--- config.mk ---
export PLATFORM = sky130hd
export DESIGN_NAME = debug_packet_deframer_responder_top
export DESIGN_NICKNAME = d
export VERILOG_FILES = /design/src/hdl/dpdr_pkg.sv /design/src/hdl/dpdr_parser.sv /design/src/hdl/dpdr_responder.sv /design/src/hdl/debug_packet_deframer_responder_top.sv
export SDC_FILE = /design/constraint.sdc
export NUM_CORES = 1
export LEC_CHECK = 0
export ABC_AREA = 1
export BUFFER_PORTS_ARGS = -buffer_cell sky130_fd_sc_hd__clkbuf_2
export CORE_MARGIN = 10
export CORE_UTILIZATION = 49
export DETAILED_ROUTE_END_ITERATION = 8
export GPL_ROUTABILITY_DRIVEN = 0
export PLACE_DENSITY = 0.7
export SLEW_MARGIN = 20
export SYNTH_ARGS = -nofsm -noshare
export SYNTH_HDL_FRONTEND = slang
export SYNTH_SLANG_ARGS = --single-unit
--- constraint.sdc ---
create_clock -name clk -period 2.2 [get_ports clk]
set_input_delay 0.44 -clock clk [delete_from_list [all_inputs] [get_ports clk]]
set_output_delay 0.44 -clock clk [all_outputs]
set_load 0.005 [all_outputs]
--- src/hdl/dpdr_pkg.sv ---
// Shared types, character constants and lookup tables for the debug packet deframer.
package dpdr_pkg;

    // One received beat and one transmitted beat.
    typedef struct packed {
        logic       command;
        logic [7:0] rx_byte;
    } req_beat_t;

    typedef struct packed {
        logic [7:0] tx_byte;
        logic       last;
    } rsp_beat_t;

    // Parser phase.
    typedef enum logic [1:0] {
        PH_IDLE,
        PH_PAYLOAD,
        PH_DIGIT_HI,
        PH_DIGIT_LO
    } phase_t;

    // Kind of reply burst.
    typedef enum logic [1:0] {
        REPLY_ACK,
        REPLY_NAK,
        REPLY_EMPTY,
        REPLY_SUPPORTED
    } reply_kind_t;

    // Request from the parser to start a reply burst.
    typedef struct packed {
        logic        load;
        reply_kind_t kind;
    } reply_cmd_t;

    // Input command codes.
    localparam logic CMD_BYTE    = 1'b0;
    localparam logic CMD_CONNECT = 1'b1;

    // Framing characters.
    localparam logic [7:0] CHAR_DOLLAR = 8'h24;
    localparam logic [7:0] CHAR_HASH   = 8'h23;
    localparam logic [7:0] CHAR_PLUS   = 8'h2B;
    localparam logic [7:0] CHAR_MINUS  = 8'h2D;

    // Length of the "qSupported" prefix; the position counter saturates here.
    localparam int         PREFIX_LEN      = 10;
    localparam logic [3:0] PREFIX_FULL_POS = 4'(PREFIX_LEN);

    // Reply burst lengths, including the leading acknowledge.
    localparam int IDX_W         = 5;
    localparam int EMPTY_LEN     = 5;
    localparam int SUPPORTED_LEN = 19;
    localparam logic [IDX_W-1:0] EMPTY_LAST_IDX     = IDX_W'(EMPTY_LEN - 1);
    localparam logic [IDX_W-1:0] SUPPORTED_LAST_IDX = IDX_W'(SUPPORTED_LEN - 1);

    // Expected payload character at a given prefix position.
    function automatic logic [7:0] prefix_char(input logic [3:0] pos);
        logic [7:0] c;
        begin
            unique case (pos)
                4'd0:    c = "q";
                4'd1:    c = "S";
                4'd2:    c = "u";
                4'd3:    c = "p";
                4'd4:    c = "p";
                4'd5:    c = "o";
                4'd6:    c = "r";
                4'd7:    c = "t";
                4'd8:    c = "e";
                4'd9:    c = "d";
                default: c = 8'h00;
            endcase
            return c;
        end
    endfunction

    // Hex digit decode: bit 4 is set for a valid digit, bits 3:0 hold its value.
    function automatic logic [4:0] hex_decode(input logic [7:0] c);
        logic [4:0] r;
        begin
            if (c >= "0" && c <= "9") begin
                r = {1'b1, c[3:0]};
            end else if ((c >= "a" && c <= "f") || (c >= "A" && c <= "F")) begin
                r = {1'b1, 4'(c[3:0] + 4'd9)};
            end else begin
                r = 5'd0;
            end
            return r;
        end
    endfunction

    // Character at a given position of a reply burst.
    function automatic logic [7:0] reply_char(input reply_kind_t kind,
                                              input logic [IDX_W-1:0] idx);
        logic [7:0] c;
        begin
            c = CHAR_PLUS;
            unique case (kind)
                REPLY_ACK: c = CHAR_PLUS;
                REPLY_NAK: c = CHAR_MINUS;
                REPLY_EMPTY: begin
                    unique case (idx)
                        5'd0:    c = CHAR_PLUS;
                        5'd1:    c = CHAR_DOLLAR;
                        5'd2:    c = CHAR_HASH;
                        default: c = "0";
                    endcase
                end
                REPLY_SUPPORTED: begin
                    unique case (idx)
                        5'd0:    c = CHAR_PLUS;
                        5'd1:    c = CHAR_DOLLAR;
                        5'd2:    c = "P";
                        5'd3:    c = "a";
                        5'd4:    c = "c";
                        5'd5:    c = "k";
                        5'd6:    c = "e";
                        5'd7:    c = "t";
                        5'd8:    c = "S";
                        5'd9:    c = "i";
                        5'd10:   c = "z";
                        5'd11:   c = "e";
                        5'd12:   c = "=";
                        5'd13:   c = "4";
                        5'd14:   c = "0";
                        5'd15:   c = "0";
                        5'd16:   c = CHAR_HASH;
                        5'd17:   c = "c";
                        default: c = "4";
                    endcase
                end
                default: c = CHAR_PLUS;
            endcase
            return c;
        end
    endfunction

    // True on the final character of a reply burst.
    function automatic logic reply_last(input reply_kind_t kind,
                                        input logic [IDX_W-1:0] idx);
        logic l;
        begin
            unique case (kind)
                REPLY_ACK:       l = 1'b1;
                REPLY_NAK:       l = 1'b1;
                REPLY_EMPTY:     l = (idx == EMPTY_LAST_IDX);
                REPLY_SUPPORTED: l = (idx == SUPPORTED_LAST_IDX);
                default:         l = 1'b1;
            endcase
            return l;
        end
    endfunction

endpackage

--- src/hdl/dpdr_parser.sv ---
// Packet framing parser: tracks phase, payload checksum and prefix match per beat.
module dpdr_parser (
    input  logic                   clk,
    input  logic                   rst_n,
    input  logic                   fire,
    input  dpdr_pkg::req_beat_t    item,
    output dpdr_pkg::reply_cmd_t   cmd
);

    dpdr_pkg::phase_t phase_reg, phase_next;
    logic [7:0] running_sum_reg, running_sum_next;
    logic [3:0] high_digit_reg, high_digit_next;
    logic       digit_bad_reg, digit_bad_next;
    logic [3:0] prefix_pos_reg, prefix_pos_next;
    logic       prefix_match_reg, prefix_match_next;

    logic [4:0] hex;
    logic       sum_ok;
    logic       is_supported;

    // Decode of the current byte as a checksum digit.
    assign hex          = dpdr_pkg::hex_decode(item.rx_byte);
    assign sum_ok       = !digit_bad_reg && hex[4]
                          && ({high_digit_reg, hex[3:0]} == running_sum_reg);
    assign is_supported = prefix_match_reg && (prefix_pos_reg == dpdr_pkg::PREFIX_FULL_POS);

    // Next-state and datapath update for one accepted beat.
    always_comb
    begin
        phase_next        = phase_reg;
        running_sum_next  = running_sum_reg;
        high_digit_next   = high_digit_reg;
        digit_bad_next    = digit_bad_reg;
        prefix_pos_next   = prefix_pos_reg;
        prefix_match_next = prefix_match_reg;

        if (fire) begin
            if (item.command == dpdr_pkg::CMD_CONNECT) begin
                phase_next        = dpdr_pkg::PH_IDLE;
                running_sum_next  = 8'd0;
                high_digit_next   = 4'd0;
                digit_bad_next    = 1'b0;
                prefix_pos_next   = 4'd0;
                prefix_match_next = 1'b1;
            end else begin
                unique case (phase_reg)
                    dpdr_pkg::PH_IDLE: begin
                        if (item.rx_byte == dpdr_pkg::CHAR_DOLLAR) begin
                            phase_next        = dpdr_pkg::PH_PAYLOAD;
                            running_sum_next  = 8'd0;
                            high_digit_next   = 4'd0;
                            digit_bad_next    = 1'b0;
                            prefix_pos_next   = 4'd0;
                            prefix_match_next = 1'b1;
                        end
                    end
                    dpdr_pkg::PH_PAYLOAD: begin
                        if (item.rx_byte == dpdr_pkg::CHAR_HASH) begin
                            phase_next = dpdr_pkg::PH_DIGIT_HI;
                        end else begin
                            running_sum_next = running_sum_reg + item.rx_byte;
                            if (prefix_pos_reg < dpdr_pkg::PREFIX_FULL_POS) begin
                                if (item.rx_byte != dpdr_pkg::prefix_char(prefix_pos_reg)) begin
                                    prefix_match_next = 1'b0;
                                end
                                prefix_pos_next = prefix_pos_reg + 4'd1;
                            end
                        end
                    end
                    dpdr_pkg::PH_DIGIT_HI: begin
                        digit_bad_next  = !hex[4];
                        high_digit_next = hex[3:0];
                        phase_next      = dpdr_pkg::PH_DIGIT_LO;
                    end
                    dpdr_pkg::PH_DIGIT_LO: begin
                        phase_next        = dpdr_pkg::PH_IDLE;
                        running_sum_next  = 8'd0;
                        high_digit_next   = 4'd0;
                        digit_bad_next    = 1'b0;
                        prefix_pos_next   = 4'd0;
                        prefix_match_next = 1'b1;
                    end
                    default: phase_next = dpdr_pkg::PH_IDLE;
                endcase
            end
        end
    end

    // Reply request for the accepted beat.
    always_comb
    begin
        cmd.load = 1'b0;
        cmd.kind = dpdr_pkg::REPLY_ACK;
        if (fire) begin
            if (item.command == dpdr_pkg::CMD_CONNECT) begin
                cmd.load = 1'b1;
                cmd.kind = dpdr_pkg::REPLY_ACK;
            end else if (phase_reg == dpdr_pkg::PH_DIGIT_LO) begin
                cmd.load = 1'b1;
                if (!sum_ok) begin
                    cmd.kind = dpdr_pkg::REPLY_NAK;
                end else if (is_supported) begin
                    cmd.kind = dpdr_pkg::REPLY_SUPPORTED;
                end else begin
                    cmd.kind = dpdr_pkg::REPLY_EMPTY;
                end
            end
        end
    end

    // Parser state registers.
    always_ff @(posedge clk or negedge rst_n)
    begin
        if (!rst_n) begin
            phase_reg        <= dpdr_pkg::PH_IDLE;
            running_sum_reg  <= 8'd0;
            high_digit_reg   <= 4'd0;
            digit_bad_reg    <= 1'b0;
            prefix_pos_reg   <= 4'd0;
            prefix_match_reg <= 1'b1;
        end else begin
            phase_reg        <= phase_next;
            running_sum_reg  <= running_sum_next;
            high_digit_reg   <= high_digit_next;
            digit_bad_reg    <= digit_bad_next;
            prefix_pos_reg   <= prefix_pos_next;
            prefix_match_reg <= prefix_match_next;
        end
    end

endmodule

--- src/hdl/dpdr_responder.sv ---
// Reply sequencer: holds one reply burst and sends it one beat per cycle while out_ready is high.
module dpdr_responder (
    input  logic                   clk,
    input  logic                   rst_n,
    input  dpdr_pkg::reply_cmd_t   cmd,
    input  logic                   out_ready,
    output logic                   out_valid,
    output dpdr_pkg::rsp_beat_t    out_beat,
    output logic                   free
);

    logic                          busy_reg, busy_next;
    dpdr_pkg::reply_kind_t         kind_reg, kind_next;
    logic [dpdr_pkg::IDX_W-1:0]    idx_reg, idx_next;
    logic                          is_last;
    logic                          out_fire;

    // Current beat comes straight from the registered kind and position.
    assign is_last          = dpdr_pkg::reply_last(kind_reg, idx_reg);
    assign out_valid        = busy_reg;
    assign out_beat.tx_byte = dpdr_pkg::reply_char(kind_reg, idx_reg);
    assign out_beat.last    = is_last;
    assign out_fire         = busy_reg && out_ready;

    // A new burst can be loaded when idle or when the final beat leaves now.
    assign free = !busy_reg || (out_ready && is_last);

    // Burst sequencing.
    always_comb
    begin
        busy_next = busy_reg;
        kind_next = kind_reg;
        idx_next  = idx_reg;
        if (out_fire) begin
            if (is_last) begin
                busy_next = 1'b0;
            end else begin
                idx_next = idx_reg + dpdr_pkg::IDX_W'(1);
            end
        end
        if (cmd.load) begin
            busy_next = 1'b1;
            kind_next = cmd.kind;
            idx_next  = '0;
        end
    end

    always_ff @(posedge clk or negedge rst_n)
    begin
        if (!rst_n) begin
            busy_reg <= 1'b0;
            idx_reg  <= '0;
        end else begin
            busy_reg <= busy_next;
            idx_reg  <= idx_next;
        end
    end

    // Burst kind is payload and needs no reset.
    always_ff @(posedge clk)
    begin
        kind_reg <= kind_next;
    end

endmodule

--- src/hdl/debug_packet_deframer_responder_top.sv ---
// Top level of the debug-link packet deframer and responder.
// Each beat on the req channel carries one received link byte or a connect event.
// Beats can arrive back to back; most bytes produce no reply. A connect, or
// the second checksum digit of a packet, loads a reply burst of 1, 5 or 19
// beats that leaves on the rsp channel at one beat per cycle while rsp_ready
// is high, last marking its final beat. The single reply sequencer sets the
// rate: while a burst is still draining, req_ready is low, and it rises again in
// the cycle the final beat of the burst is taken, so a new beat is accepted then.
module debug_packet_deframer_responder_top (
    input  logic                  clk,
    input  logic                  rst_n,
    input  logic                  req_valid,
    output logic                  req_ready,
    input  dpdr_pkg::req_beat_t   req,
    output logic                  rsp_valid,
    input  logic                  rsp_ready,
    output dpdr_pkg::rsp_beat_t   rsp
);

    logic                  req_fire;
    logic                  free;
    dpdr_pkg::reply_cmd_t  cmd;

    assign req_ready = free;
    assign req_fire  = req_valid && req_ready;

    // Packet parser.
    dpdr_parser u_parser (
        .clk   (clk),
        .rst_n (rst_n),
        .fire  (req_fire),
        .item  (req),
        .cmd   (cmd)
    );

    // Reply sequencer.
    dpdr_responder u_responder (
        .clk       (clk),
        .rst_n     (rst_n),
        .cmd       (cmd),
        .out_ready (rsp_ready),
        .out_valid (rsp_valid),
        .out_beat  (rsp),
        .free      (free)
    );

`ifndef SYNTHESIS
    // Input only stalls while a reply burst is pending.
    a_stall_only_when_busy: assert property (@(posedge clk) disable iff (!rst_n)
        !req_ready |-> rsp_valid)
        else $error("req stalled with no reply pending");

    // A burst continues without a gap until its last beat.
    a_burst_contiguous: assert property (@(posedge clk) disable iff (!rst_n)
        (rsp_valid && rsp_ready && !rsp.last) |=> rsp_valid)
        else $error("reply burst broke before its last beat");

    // A connect is answered by a single acknowledge in the next cycle.
    a_connect_ack: assert property (@(posedge clk) disable iff (!rst_n)
        (req_fire && req.command == dpdr_pkg::CMD_CONNECT)
        |=> (rsp_valid && rsp.tx_byte == dpdr_pkg::CHAR_PLUS && rsp.last))
        else $error("connect not answered by an acknowledge");
`endif

endmodule
==> qor.yml, run 1 <==
clock_network:
  cts.sinks: 28
  cts_tree: "yes"
  cts_root_buf: "clkbuf_8"
  cts_buffers: 3
  hold_buffers: 0
  h-tree-depth: 1
  clockBufferDepth: 2
  worstSkewPairLatency_ns: 0.28
  clk_pin_slew_ns: 0.10
worst_setup_path:
  critical_path_required_ns: 1.76
  worstSetupEndpointType: "output pin"
  rrSetupSlack_ns: 0.30
  r2r_end: "u_responder.idx_reg[3]$_DFFE_PN0P_"
  reg2reg_depth: 11
  critPathArrivalTime_ns: 1.77
  worstSetupPathType: "flip-flop to output pin"
  worstSetupStartpoint: "u_responder.idx_reg[0]$_DFFE_PN0P_"
  cp_max_fo: 4
  startpoint_type: "flip-flop"
  reg2reg_from: "u_responder.kind_reg[1]$_SDFFCE_PP0P_"
route:
  drc: 0
  wl_per_cell_um: 13.3
  first_pass_iters: 4
  via_count: 2768
  ant_nets: 0
  via_per_inst: 5.33
  wirelength_um: 6920
  drtIter0Drc: 143
placement:
  port_buffers: 22
  hpwlAfterDp_um: 5320
  placed_cells: 503
  detailedPlace.worstSlack_ns: 0.0608
power:
  p_total_mw: 2.88
  powerDensity_mw_per_mm2: 898
  ir_drop_v: 0.000414
  power_leakage_nw: 1.63
global_routing:
  antenna_found_initial: 0
  use_met1_pct: 21.0
  grt_pass1_vias: 2569
  grt_util_met3_pct: 2.54
  met2_usage_pct: 24.9
  busiest_layer: "met2"
  grt-ovfl-total: 0
  grt.total_usage_pct: 15.4
  grt_pass1_wl_um: 11500
  grt_max_degree: 27
outcome:
  violations: "setup timing"
  status: "finished, violations left"
die:
  fp.dieW_um: 94.6
  io_pins: 24
  start_util_pct: 50.1
  core_area_mm2: 0.00544
  row_count: 27
  fp.dieH_um: 94.6
  die-area_mm2: 0.00894
sta:
  final.setup.tns_ns: -0.0107
  period_share_pct: 100
  finalSetupViolations: 1
  rsz0062_at_grt: "true"
  relSlewSlack_pct: 55.2
  slew_violations: 0
  hold_violations: 0
  min_period_ns: 2.21
  fmax_mhz: 452
  layout_setup_ws_ns: -0.0107
  timing_worst_slew_pin_value_ns: 0.671
  finalClockSkew_ns: 0.00246
yosys:
  ys_async_sr_fraction_pct: 92.9
  yosys_warnings: 0
  synth_ff_type: "dfrtp_1"
  synth_edf_count: 2
  synth_fp_nets: 444
  syn-instance-count: 406
  synth_cell_type_count: 41
  synth.avg_cell_area_um2: 6.71
  ys_ff_latch: 28
  seq_area_frac_synth_pct: 26.1
  synthesis.area_mm2: 0.00273
layout:
  nets: 486
  area_delta_synth_final_pct: 17.5
  fin_cells: 519
  antenna_cells: 0
  largest_reg_flops: 8
  drive_gt1_share_pct: 18.8
hold_path:
  hp-class: "primary input to asynchronous set/reset pin"
job:
  drv_cap: 0
## Yosys cell counts (all sizes together) (2+ instances only)
| library cell | number | area share (%) |
|---|---|---|
| nand3 | 57 | 11 |
| edfxtp | 2 | 2.2 |
| nor3 | 3 | 0.55 |
| clkbuf | 2 | 0.28 |
| o21ai | 34 | 6.2 |
| a21oi | 10 | 1.8 |
| inv | 53 | 7.3 |
| buf | 6 | 1.7 |
| a21o | 2 | 0.55 |
| dfrtp | 25 | 23 |
| a31oi | 3 | 0.69 |
| xnor2 | 2 | 0.64 |
| nand4 | 15 | 3.4 |
| nor2 | 32 | 4.8 |
| nand3b | 3 | 0.83 |
| xor2 | 9 | 2.9 |
| or2 | 7 | 1.6 |
| ha | 24 | 11 |
| nand2 | 105 | 15 |
## power by group
part	switching, mW	internal [mW]	leakage (nW)
logic	0.984	0.694	1.23
clock network	0.171	0.244	0.0357
registers	0.135	0.649	0.368
## cell usage in the layout, fill, tap and decap left out, drive strengths merged, types with 15 or more instances in the layout
| cell | count |
|---|---|
| clkbuf | 24 |
| buf | 24 |
| nand2 | 105 |
| nand4 | 15 |
| nand3 | 57 |
| inv | 53 |
| dfrtp | 25 |
| ha | 24 |
| o21ai | 34 |
| nor2 | 32 |
## worst max-delay path, stage by stage, from the launching register on
cell,delay (ns)
dfrtp_1,0.42
buf_6,0.15
ha_4,0.16
inv_1,0.07
o21ai_2,0.05
o221ai_1,0.21
nand2_1,0.12
a21oi_2,0.15
nor2_1,0.04
buf_2,0.12
## what timing repair did
item | 4_1_cts | 5_1_grt
pin swaps | 0 | 8
endpoints found under the setup margin | 5 | 6
hold endpoints to repair | 0 | 0
gates cloned | 0 | 0
buffers inserted | 1 | 11
resized for setup | 3 | 24
## cells by family after synthesis
kind of cell             share of synthesized area, %
AND/OR/NAND/NOR                                  37.1
buffers and inverters                            9.27
AO/OA/AOI/OAI                                    12.1
flip-flops                                       26.1
adder cells (fa/ha/maj)                          11.8
XOR/XNOR                                         3.54
other                                           0.138
## per-layer routing
| layer | routed length, um | vias up |
|---|---|---|
| met2 | 3190 | 64 |
| met5 | 0 | - |
| met3 | 377 | 6 |
| met4 | 55 | 0 |
| li1 | - | 1426 |
| met1 | 3300 | 1272 |
## stage by stage
| step | util (%) | area, um^2 | hold slack, ns |
|---|---|---|---|
| floorplan | - | 2730 | 0.144 |
| global placement | 54.3 | 2950 | 0.463 |
| detailed placement | 54.3 | 2950 | 0.475 |
| CTS | 55.8 | 3030 | 0.198 |
| global route | 58.9 | 3200 | 0.221 |
| finish | 58.9 | 3200 | 0.176 |
## worst max path at each step
stage	endpoint	slack, ns
after detailed placement	u_responder.kind_reg[0]$_SDFFCE_PP0P_	0.06
after global placement	u_responder.kind_reg[0]$_SDFFCE_PP0P_	0.18
after global routing	rsp[3]	-0.13
after CTS	rsp[5]	0.009
after floorplan	rsp[2]	0.39
final	rsp[3]	-0.01
## layout make-up
| class | instances | area [um^2] |
|---|---|---|
| clock buffer | 3 | 41.3 |
| sequential | 28 | 714 |
| clock inverter | 1 | 30.0 |
| fill | 526 | 2240 |
| multi-input combinational | 317 | 1840 |
| inverter | 53 | 201 |
| timing repair buffer | 45 | 290 |
| tap | 72 | 90.1 |
Note: power is estimated with default switching activity, not from simulation.
==> run 2: changes to the inputs <==
--- a/config.mk
+++ b/config.mk
@@ -5,13 +5,13 @@
 export SDC_FILE = /design/constraint.sdc
 export NUM_CORES = 1
 export LEC_CHECK = 0
-export ABC_AREA = 1
 export BUFFER_PORTS_ARGS = -buffer_cell sky130_fd_sc_hd__clkbuf_2
 export CORE_MARGIN = 10
 export CORE_UTILIZATION = 49
 export DETAILED_ROUTE_END_ITERATION = 8
 export GPL_ROUTABILITY_DRIVEN = 0
 export PLACE_DENSITY = 0.7
+export RECOVER_POWER = 50
 export SLEW_MARGIN = 20
 export SYNTH_ARGS = -nofsm -noshare
 export SYNTH_HDL_FRONTEND = slang
==> qor.yml, run 2 <==
outcome:
  status: "finished, violations left"
  violations: "capacitance limit, slew limit, setup timing"
worst_setup_path:
  reg2reg_depth: 5
  reg2reg_from: "u_responder.idx_reg[4]$_DFFE_PN0P_"
  cpMaxStageDelayCell: "dfrtp_2"
  rrSetupSlack_ns: 0.14
  worstSetupEndpointType: "output pin"
  startpoint_type: "flip-flop"
  cp_max_fo: 4
  critPathMaxStageDelay_ns: 0.48
  r2r_end: "u_parser.phase_reg[1]$_DFFE_PN0P_"
  cp_cell_sequence: "inv_4, ha_4, a211oi_2, a211oi_2, o221ai_2, buf_2"
  crit_top_cell: "a211oi_2"
  worstSetupStartpoint: "u_responder.idx_reg[0]$_DFFE_PN0P_"
  crit_end: "rsp[1]"
  critical_path_required_ns: 1.76
  worstSetupPathType: "flip-flop to output pin"
  critPathArrivalTime_ns: 1.77
sta:
  timing_worst_slew_pin_value_ns: 1.54
  finalClockSkew_ns: 0.00659
  layout_setup_ws_ns: -0.0111
  finalSetupViolations: 1
  relSlewSlack_pct: -2.38
  hold_violations: 0
  fmax_mhz: 452
  rsz0062_at_grt: "true"
  slew_violations: 27
  min_period_ns: 2.21
  period_share_pct: 101
yosys:
  synth_top_area_cell: "dfrtp_1"
  synth_common_cells: "dfrtp_1, ha_1, o21ai_0"
  synth_fp_nets: 358
  synth_ff_type: "dfrtp_1"
  synthesis.area_mm2: 0.00273
  ys_async_sr_fraction_pct: 92.9
  yosys_warnings: 0
  syn-instance-count: 320
  synth.most_common_cell: "dfrtp_1"
  synth_top_area_share_pct: 22.9
  synth_area_leaders: "dfrtp_1, ha_1, o21ai_0"
  ys_ff_latch: 28
  synth_edf_count: 2
  seq_area_frac_synth_pct: 26.1
  synth_cell_type_count: 74
  synth.avg_cell_area_um2: 8.54
global_routing:
  grt.total_usage_pct: 16.1
  antenna_found_initial: 0
  grt_pass1_vias: 2487
  grt_util_met3_pct: 2.38
  met2_usage_pct: 25.6
  grt_pass1_wl_um: 12000
  busiest_layer: "met2"
  use_met1_pct: 22.2
  grt_max_degree: 27
  grt-ovfl-total: 0
clock_network:
  cts_root_buf: "clkbuf_8"
  hold_buffers: 0
  cts_tree: "yes"
  worstSkewPairLatency_ns: 0.28
  cts.sinks: 28
  clockBufferDepth: 2
  h-tree-depth: 1
  clk_pin_slew_ns: 0.10
  cts_buffers: 3
power:
  powerDensity_mw_per_mm2: 792
  power_leakage_nw: 1.45
  ir_drop_v: 0.000392
route:
  first_pass_iters: 4
  via_per_inst: 6.02
  wirelength_um: 7780
  ant_nets: 0
  via_count: 2672
  drtIter0Drc: 158
  wl_per_cell_um: 17.5
  drc: 0
placement:
  detailedPlace.worstSlack_ns: -0.108
  placed_cells: 429
  port_buffers: 22
  hpwlAfterDp_um: 5390
die:
  start_util_pct: 49.9
  row_count: 27
  fp.dieW_um: 94.7
  fp.dieH_um: 94.7
  io_pins: 24
  die-area_mm2: 0.00896
  core_area_mm2: 0.00547
layout:
  nets: 411
  layout_commonest_cell: "buf_4"
  area_delta_synth_final_pct: 26.7
  mostFrequentLayoutCells: "buf_4, o21ai_0, dfrtp_1, nor2_1, clkbuf_2"
  fillCellCount: 481
  largest_reg_flops: 8
  drive_gt1_share_pct: 33.1
  ff_latch_area_um2: 721
  fin_cells: 444
  final_util_pct: 63.2
  multi_input_comb_area_mm2: 0.00209
  antenna_cells: 0
hold_path:
  hp-class: "primary input to flip-flop"
  whs_path_depth: 3
job:
  drv_cap: 1
[run 2: changes by cell type after synthesis, moves of 10 or more]
cell	delta
a211oi_1	+10
inv_1	-31
nand4_1	-10
a21oi_1	+11
nand2_1	-82
nand3_1	-47
[run 2: worst min path at each step]
stage                         start                                      to  slack [ns]
after floorplan               rst_n      u_parser.digit_bad_reg$_DFFE_PN0P_        0.14
after global placement        rst_n  u_parser.prefix_pos_reg[1]$_DFFE_PN0P_        0.52
after detailed placement      rst_n  u_parser.prefix_pos_reg[1]$_DFFE_PN0P_        0.52
after CTS                     rst_n  u_parser.prefix_pos_reg[1]$_DFFE_PN0P_        0.22
after global routing      req_valid       u_responder.out_valid$_DFFE_PN0P_        0.48
final                     req_valid       u_responder.out_valid$_DFFE_PN0P_        0.44
[run 2: timing repair]
item                       in CTS  in global routing
setup endpoints to repair       6                 16
pin swaps                       1                 13
gates resized for setup         9                 44
buffers inserted                1                 10
[run 2: critical path: cells and delay by family (launching register included)]
family / cells / cell delay, ns
fa+ha+maj: 1 / 0.23
compound gates: 3 / 0.53
buf+inv: 2 / 0.26
flops: 1 / 0.48
[run 2: cell families (layout without fill, tap and decap cells)]
group,Yosys count,in the layout,share of synthesized area (%)
adders and majority gates,25,25,11.7
buffers and inverters,34,86,4.99
other,1,1,0.137
xor gates and xnor gates,15,15,4.81
muxes,8,8,3.21
AOI/OAI and AO/OA,107,107,27.9
DFF,28,28,26.1
and+or+nand+nor,102,102,21.2
[run 2: layout make-up]
type | count | share of cell area [%]
Timing Repair Buffer | 61 | 12.2
Sequential cell | 28 | 20.8
Clock inverter | 1 | 0.108
Multi-Input combinational cell | 258 | 60.4
Clock buffer | 3 | 1.19
Inverter | 21 | 2.71
Tap cell | 72 | 2.60
[run 2: metal layers]
| layer | up-vias | share of wire (%) |
|---|---|---|
| li1 | 1295 | - |
| met1 | 1277 | 45 |
| met2 | 88 | 48 |
| met3 | 12 | 5.9 |
| met4 | 0 | 1.7 |
| met5 | - | 0 |
[run 2: metrics by stage]
stage	hold WS, ns	TNS (ns)	total power, mW	area (um^2)
2_1_floorplan	0.144	0	1.71	2760
3_3_place_gp	0.515	-0.100	2.12	3110
3_5_place_dp	0.517	-0.231	2.15	3110
4_1_cts	0.220	-0.0706	2.48	3190
5_1_grt	0.480	-0.412	2.96	3460
6_report	0.443	-0.0111	2.74	3460
[run 2: power breakdown]
part	leakage, nW	internal (mW)	switching, mW
logic	1.07	0.761	0.890
registers	0.362	0.638	0.146
clock network	0.0231	0.126	0.180
